File: src/rtl/core/bdq_pkg.sv
// ----------------------------------------------------------------------------
// bdq_pkg
// Shared sizes, request codes and control types for the deque core.
// ----------------------------------------------------------------------------
package bdq_pkg;

  localparam int Depth  = 1024;
  localparam int AddrW  = $clog2(Depth);
  localparam int CntW   = $clog2(Depth + 1);
  localparam int DataW  = 32;
  localparam int CapW   = 11;
  localparam int ReqW   = 3;

  localparam logic [CapW-1:0] CapReset = CapW'(1024);

  typedef enum logic [ReqW-1:0] {
    REQ_PUSH_FRONT = 3'd0,
    REQ_PUSH_BACK  = 3'd1,
    REQ_POP_FRONT  = 3'd2,
    REQ_POP_BACK   = 3'd3,
    REQ_REPORT     = 3'd4
  } req_e;

  // commands from the controller to the datapath
  typedef struct packed {
    logic exec;   // apply the request: pointers, count, store write
    logic read;   // read both ends of the ring
  } ctrl_cmd_t;

  function automatic logic [AddrW-1:0] ring_next(input logic [AddrW-1:0] i);
    return (i == AddrW'(Depth - 1)) ? '0 : i + AddrW'(1);
  endfunction

  function automatic logic [AddrW-1:0] ring_prev(input logic [AddrW-1:0] i);
    return (i == '0) ? AddrW'(Depth - 1) : i - AddrW'(1);
  endfunction

endpackage

File: src/rtl/core/bdq_ctrl.sv
// ----------------------------------------------------------------------------
// bdq_ctrl
// Request sequencer: accept and apply, read both ends, present result.
// ----------------------------------------------------------------------------
module bdq_ctrl (
  input  logic               clk_i,
  input  logic               rst_ni,
  input  logic               start_i,
  output logic               busy_o,
  output logic               done_o,
  output logic               cfg_ready_o,
  output bdq_pkg::ctrl_cmd_t cmd_o
);

  typedef enum logic [2:0] {
    ST_IDLE = 3'b001,
    ST_READ = 3'b010,
    ST_RESP = 3'b100
  } state_e;

  state_e state_q, state_d;
  logic   accept;

  // a new request may enter while the previous result is on the ports
  assign busy_o      = (state_q == ST_READ);
  assign accept      = start_i && !busy_o;
  assign done_o      = (state_q == ST_RESP);
  assign cfg_ready_o = (state_q == ST_IDLE);

  assign cmd_o.exec = accept;
  assign cmd_o.read = (state_q == ST_READ);

  always_comb begin
    state_d = state_q;
    case (state_q)
      ST_IDLE: begin
        if (accept) state_d = ST_READ;
      end
      ST_READ: begin
        state_d = ST_RESP;
      end
      ST_RESP: begin
        state_d = accept ? ST_READ : ST_IDLE;
      end
      default: begin
        state_d = ST_IDLE;
      end
    endcase
  end

  always_ff @(posedge clk_i or negedge rst_ni) begin
    if (!rst_ni) begin
      state_q <= ST_IDLE;
    end else begin
      state_q <= state_d;
    end
  end

endmodule

File: config.mk
export PLATFORM = sky130hd
export DESIGN_NAME = bdq_ctrl
export DESIGN_NICKNAME = d
export VERILOG_FILES = /design/src/rtl/core/bdq_pkg.sv /design/src/rtl/core/bdq_ctrl.sv
export SDC_FILE = /design/constraint.sdc
export NUM_CORES = 1
export LEC_CHECK = 0
export ABC_AREA = 1
export BUFFER_PORTS_ARGS = -buffer_cell sky130_fd_sc_hd__buf_2
export CORE_AREA = 4 4 41 43
export CTS_BUF_LIST = sky130_fd_sc_hd__clkbuf_4 sky130_fd_sc_hd__clkbuf_8
export CTS_CLUSTER_DIAMETER = 120
export CTS_CLUSTER_SIZE = 8
export DETAILED_ROUTE_END_ITERATION = 7
export DIE_AREA = 0 0 45 47
export MAX_ROUTING_LAYER = met4
export PLACE_DENSITY = 0.3
export REMOVE_ABC_BUFFERS = 1
export SYNTH_ARGS = -nofsm -noshare
export SYNTH_HDL_FRONTEND = slang
export SYNTH_SLANG_ARGS = --single-unit
File: constraint.sdc
create_clock -name clk_i -period 3.1 [get_ports clk_i]
set_input_delay 0.775 -clock clk_i [delete_from_list [all_inputs] [get_ports clk_i]]
set_output_delay 0.775 -clock clk_i [all_outputs]
set_load 0.05 [all_outputs]
After elaboration in Yosys (flattened, before gate mapping)

Cells that the tools add are included.

Flip-flop bits (word level): 3
Input bits: 3
Word-level logic and storage cells: 10

Equality and inequality tests: 4
Mux-type cells: 3
Reduce and logical (&&, ||, !) cells: 2

Operators with widths:

| operator           | number |
|---|---|
| $pmux 3 s3         | 1 |
| $eq 3x1->1 const B | 1 |
| $eq 3x2->1 const B | 1 |
| $eq 3x3->1 const B | 1 |
| $mux 3             | 1 |
| $mux 2             | 1 |
| $ne 2x1->1 const B | 1 |
| $logic_and 1x1->1  | 1 |
| $logic_not 1->1    | 1 |

Longest topological paths before layout

Depth in word-level cells: 5
Mapped depth: 6

Least setup slack after synthesis

Ideal clock, no wire load.

Path type: reg2out
Start: register state_q[1]
End: output cmd_o[0] (netlist name)
Arrival: 1,179 ps
Required time: 2,325 ps
Slack: 1,146 ps
Stages on the path, launching flop included: 6
Buffers on the path: 1
Cells stage by stage: dfrtp_1 > inv_1 > nor2_1 > nand2_2 > inv_1 > buf_4

Word-level cells in the longest chain between the ends: 1

RTL lines:

| element                | line           | source |
|---|---|---|
| start, declared        | bdq_ctrl.sv:21 | `state_e state_q, state_d;` |
| start signal, assigned | bdq_ctrl.sv:55 | `state_q <= state_d;` |
| $eq 3x2->1             | --             |  |
| end, declared          | bdq_ctrl.sv:12 | `output bdq_pkg::ctrl_cmd_t cmd_o` |

No other way between the ends.

==> metrics.md <==
| Metric | Value |
|---|---|
| Status | complete, no violations |
| FILL cells | 147 |
| Initial antenna violation count | 0 |
| Drt drc | 0 |
| Post-CTS Setup Repair Bufs | 0 |
| Starting Density | 13.5% |
| DR iter-0 viols | 1 |
| # setup viols final | 0 |
| Footprint of the multi-input gates | ~58 sq um |
| Startpoint types | register |
| RSZ-0062 raised after global routing | no |
| Period utilisation layout | roughly 66% |
| Die span in y | between 40 and 50 um |
| Placer's final routability congestion estimate | 0.662 |
| Post-Synth Adder-Cell Area | 0% |
| Ant. Diodes | 0 |
| Fin nets | 34 |
| Die Wd | about 45 um |
| Mapped Cells | 21 |
| Largest net degree at the start of global routing | 4 |
| CP Max Fanout | 3 |
| Core Region | 1300 sq um |
| Num rows | 13 |
| Layout cells sized above 1 | 60.0% |
| Worst Tran Pin Value | around 0.25 ns |
| Synth Area in XOR/XNOR | 0% |
| Post-synthesis mux area share | 0% |
| CP Capture Type | primary output |
| Top reg by flops | state_q |
| Post-synthesis simple-gate area fraction | 22.9% |
| Max FFs per register | 3 |
| Clock net sink count | 3 |
| Slew HR | 83.4% |
| Largest family of logic cells by synthesized area | buffers and inverters |
| Max clock buf depth | 2 |
| Hold_buf cts | 0 |
| I/O pin count | 8 |
| CP Class | reg -> out |
| Cell Area, Synth | 175 sq um |
| Via density per instance | ~3.3 |
| Final Hold Vio Count | 0 |
| Synth Warn # | 0 |
| Distinct cells, synth | 9 |
| Worst vdd ir | 0.000272 V |
| Remaining Overflow, GRT | 0 |
| Max Freq | 0.486 GHz |
| Critical path data required time | 2.32 ns |
| Static leakage | 0.157 nW |
| Num CTS Buffers | 3 |
| Regs by FF count | state_q x3 |
| Mean post-synth cell area | 8.34 sq um |
| Reg2Reg Setup Slack | 2.17 ns |
| Clock skew | 0.00246 ns |
| Layout area overhead | 39.3% |
| Post-cts repair resize count | 0 |
| Post-route minimum period | 2.06 ns |
| Storage cell area | 76.3 sq um |
| Worst Hold Class | in -> async |
| H-tree levels | 1 |
| Port Buffers | 7 |
| Power density cells | approximately 1200 nW/um^2 |
| Root Driver | clkbuf_4 |
| Util after Layout | a little under a fifth |
| Drt pass-1 iters | 2 |
| Via count | about 150 |
| Vias in the first global route | 148 |
| Die area | approximately 2100 sq um |
| Clock transition at path regs | 0.04 ns |
| Compound-Gate Fraction of Synth Area | approximately 10% |
| Final WL | 371 um |
| Slew Viols, Final | 0 |
| Worst hold slack | approximately 0.33 ns |
| Crit path DAT | 1.28 ns |
| Final ANT Viol Nets | 0 |
| First-pass GRT wire length | 517 um |
| Commonest cells after routing, fill and taps aside | 7 x inv_1, 7 x buf_2, 4 x clkbuf_4 |
| Later-pin clock latency in the skew report | 0.24 ns |
| Maxcap violations | 0 |
| Seq/Total Area, Yosys | a little over two fifths |
| Total negative slack | 0 ns |
| GRT Overall Usage | about 4.4% |
| #FFs+latches synth | 3 |
| Wirelength per Cell | 8.24 um |
| TritonCTS clock tree | done |
[layout make-up]
type / instances / share of cell area, %
multi-input cells: 9 / 23.6
clock buffers: 4 / 12.3
flip-flops and latches: 3 / 31.3
inverters: 7 / 10.8
well taps: 15 / 7.69
repair buffers: 7 / 14.4
[worst paths after layout]
path | from | to | cells after the start
worst max-delay path | state_q[0]$_DFFE_PN1P_ | cmd_o[1] | 5
worst min-delay path | rst_ni | state_q[1]$_DFFE_PN0P_ | 1
worst max register to register | state_q[0]$_DFFE_PN1P_ | state_q[1]$_DFFE_PN0P_ | 4
worst min register to register | state_q[2]$_DFFE_PN0P_ | state_q[0]$_DFFE_PN1P_ | 3
max in group asynchronous | rst_ni | state_q[0]$_DFFE_PN1P_ | 1
min in group clk_i | state_q[2]$_DFFE_PN0P_ | state_q[0]$_DFFE_PN1P_ | 3
[worst max-delay path: stages, from the launching register on]
cell and delay (ns):
dfstp_2 0.54, nor2_1 0.06, nand2_2 0.07, nand2_1 0.07
inv_1 0.05, buf_2 0.25
[per-layer routing]
metal / vias up / part of all wire (%) / track usage, %
met4: 0 / 4.6 / 8.77
li1: 75 / - / -
met2: 7 / 54 / 7.06
met1: 64 / 33 / 2.50
met5: - / 0 / -
met3: 2 / 7.8 / 1.15
[where the power goes]
part / switching, mW / leakage (nW) / internal, mW
registers: 0.0101 / 0.0372 / 0.0580
logic: 0.113 / 0.101 / 0.0358
clock network: 0.0215 / 0.0184 / 0.0570
[synth_stat cells, drive strengths merged]
cell	instances	area share, %
nand3	1	5.7
inv	7	15
dfstp	1	15
nand2	4	13
a21oi	2	10
buf	2	8.6
dfrtp	2	29
nor2	2	4.3
[cell families after synthesis]
family,count (synthesis)
AOI/OAI and AO/OA,2
and+or+nand+nor,7
buffers and inverters,9
DFF,3
[per-stage QoR]
stage          worst slack, ns  std cells  area, sq um  total power, mW
2_1_floorplan             1.17         19          160            0.188
3_3_place_gp              1.08         41          214            0.219
3_5_place_dp              1.08         41          214            0.220
4_1_cts                   1.03         45          244            0.302
5_1_grt                  0.976         45          244            0.314
6_report                  1.04         45          244            0.295
Power figures use the tool's default switching activity.
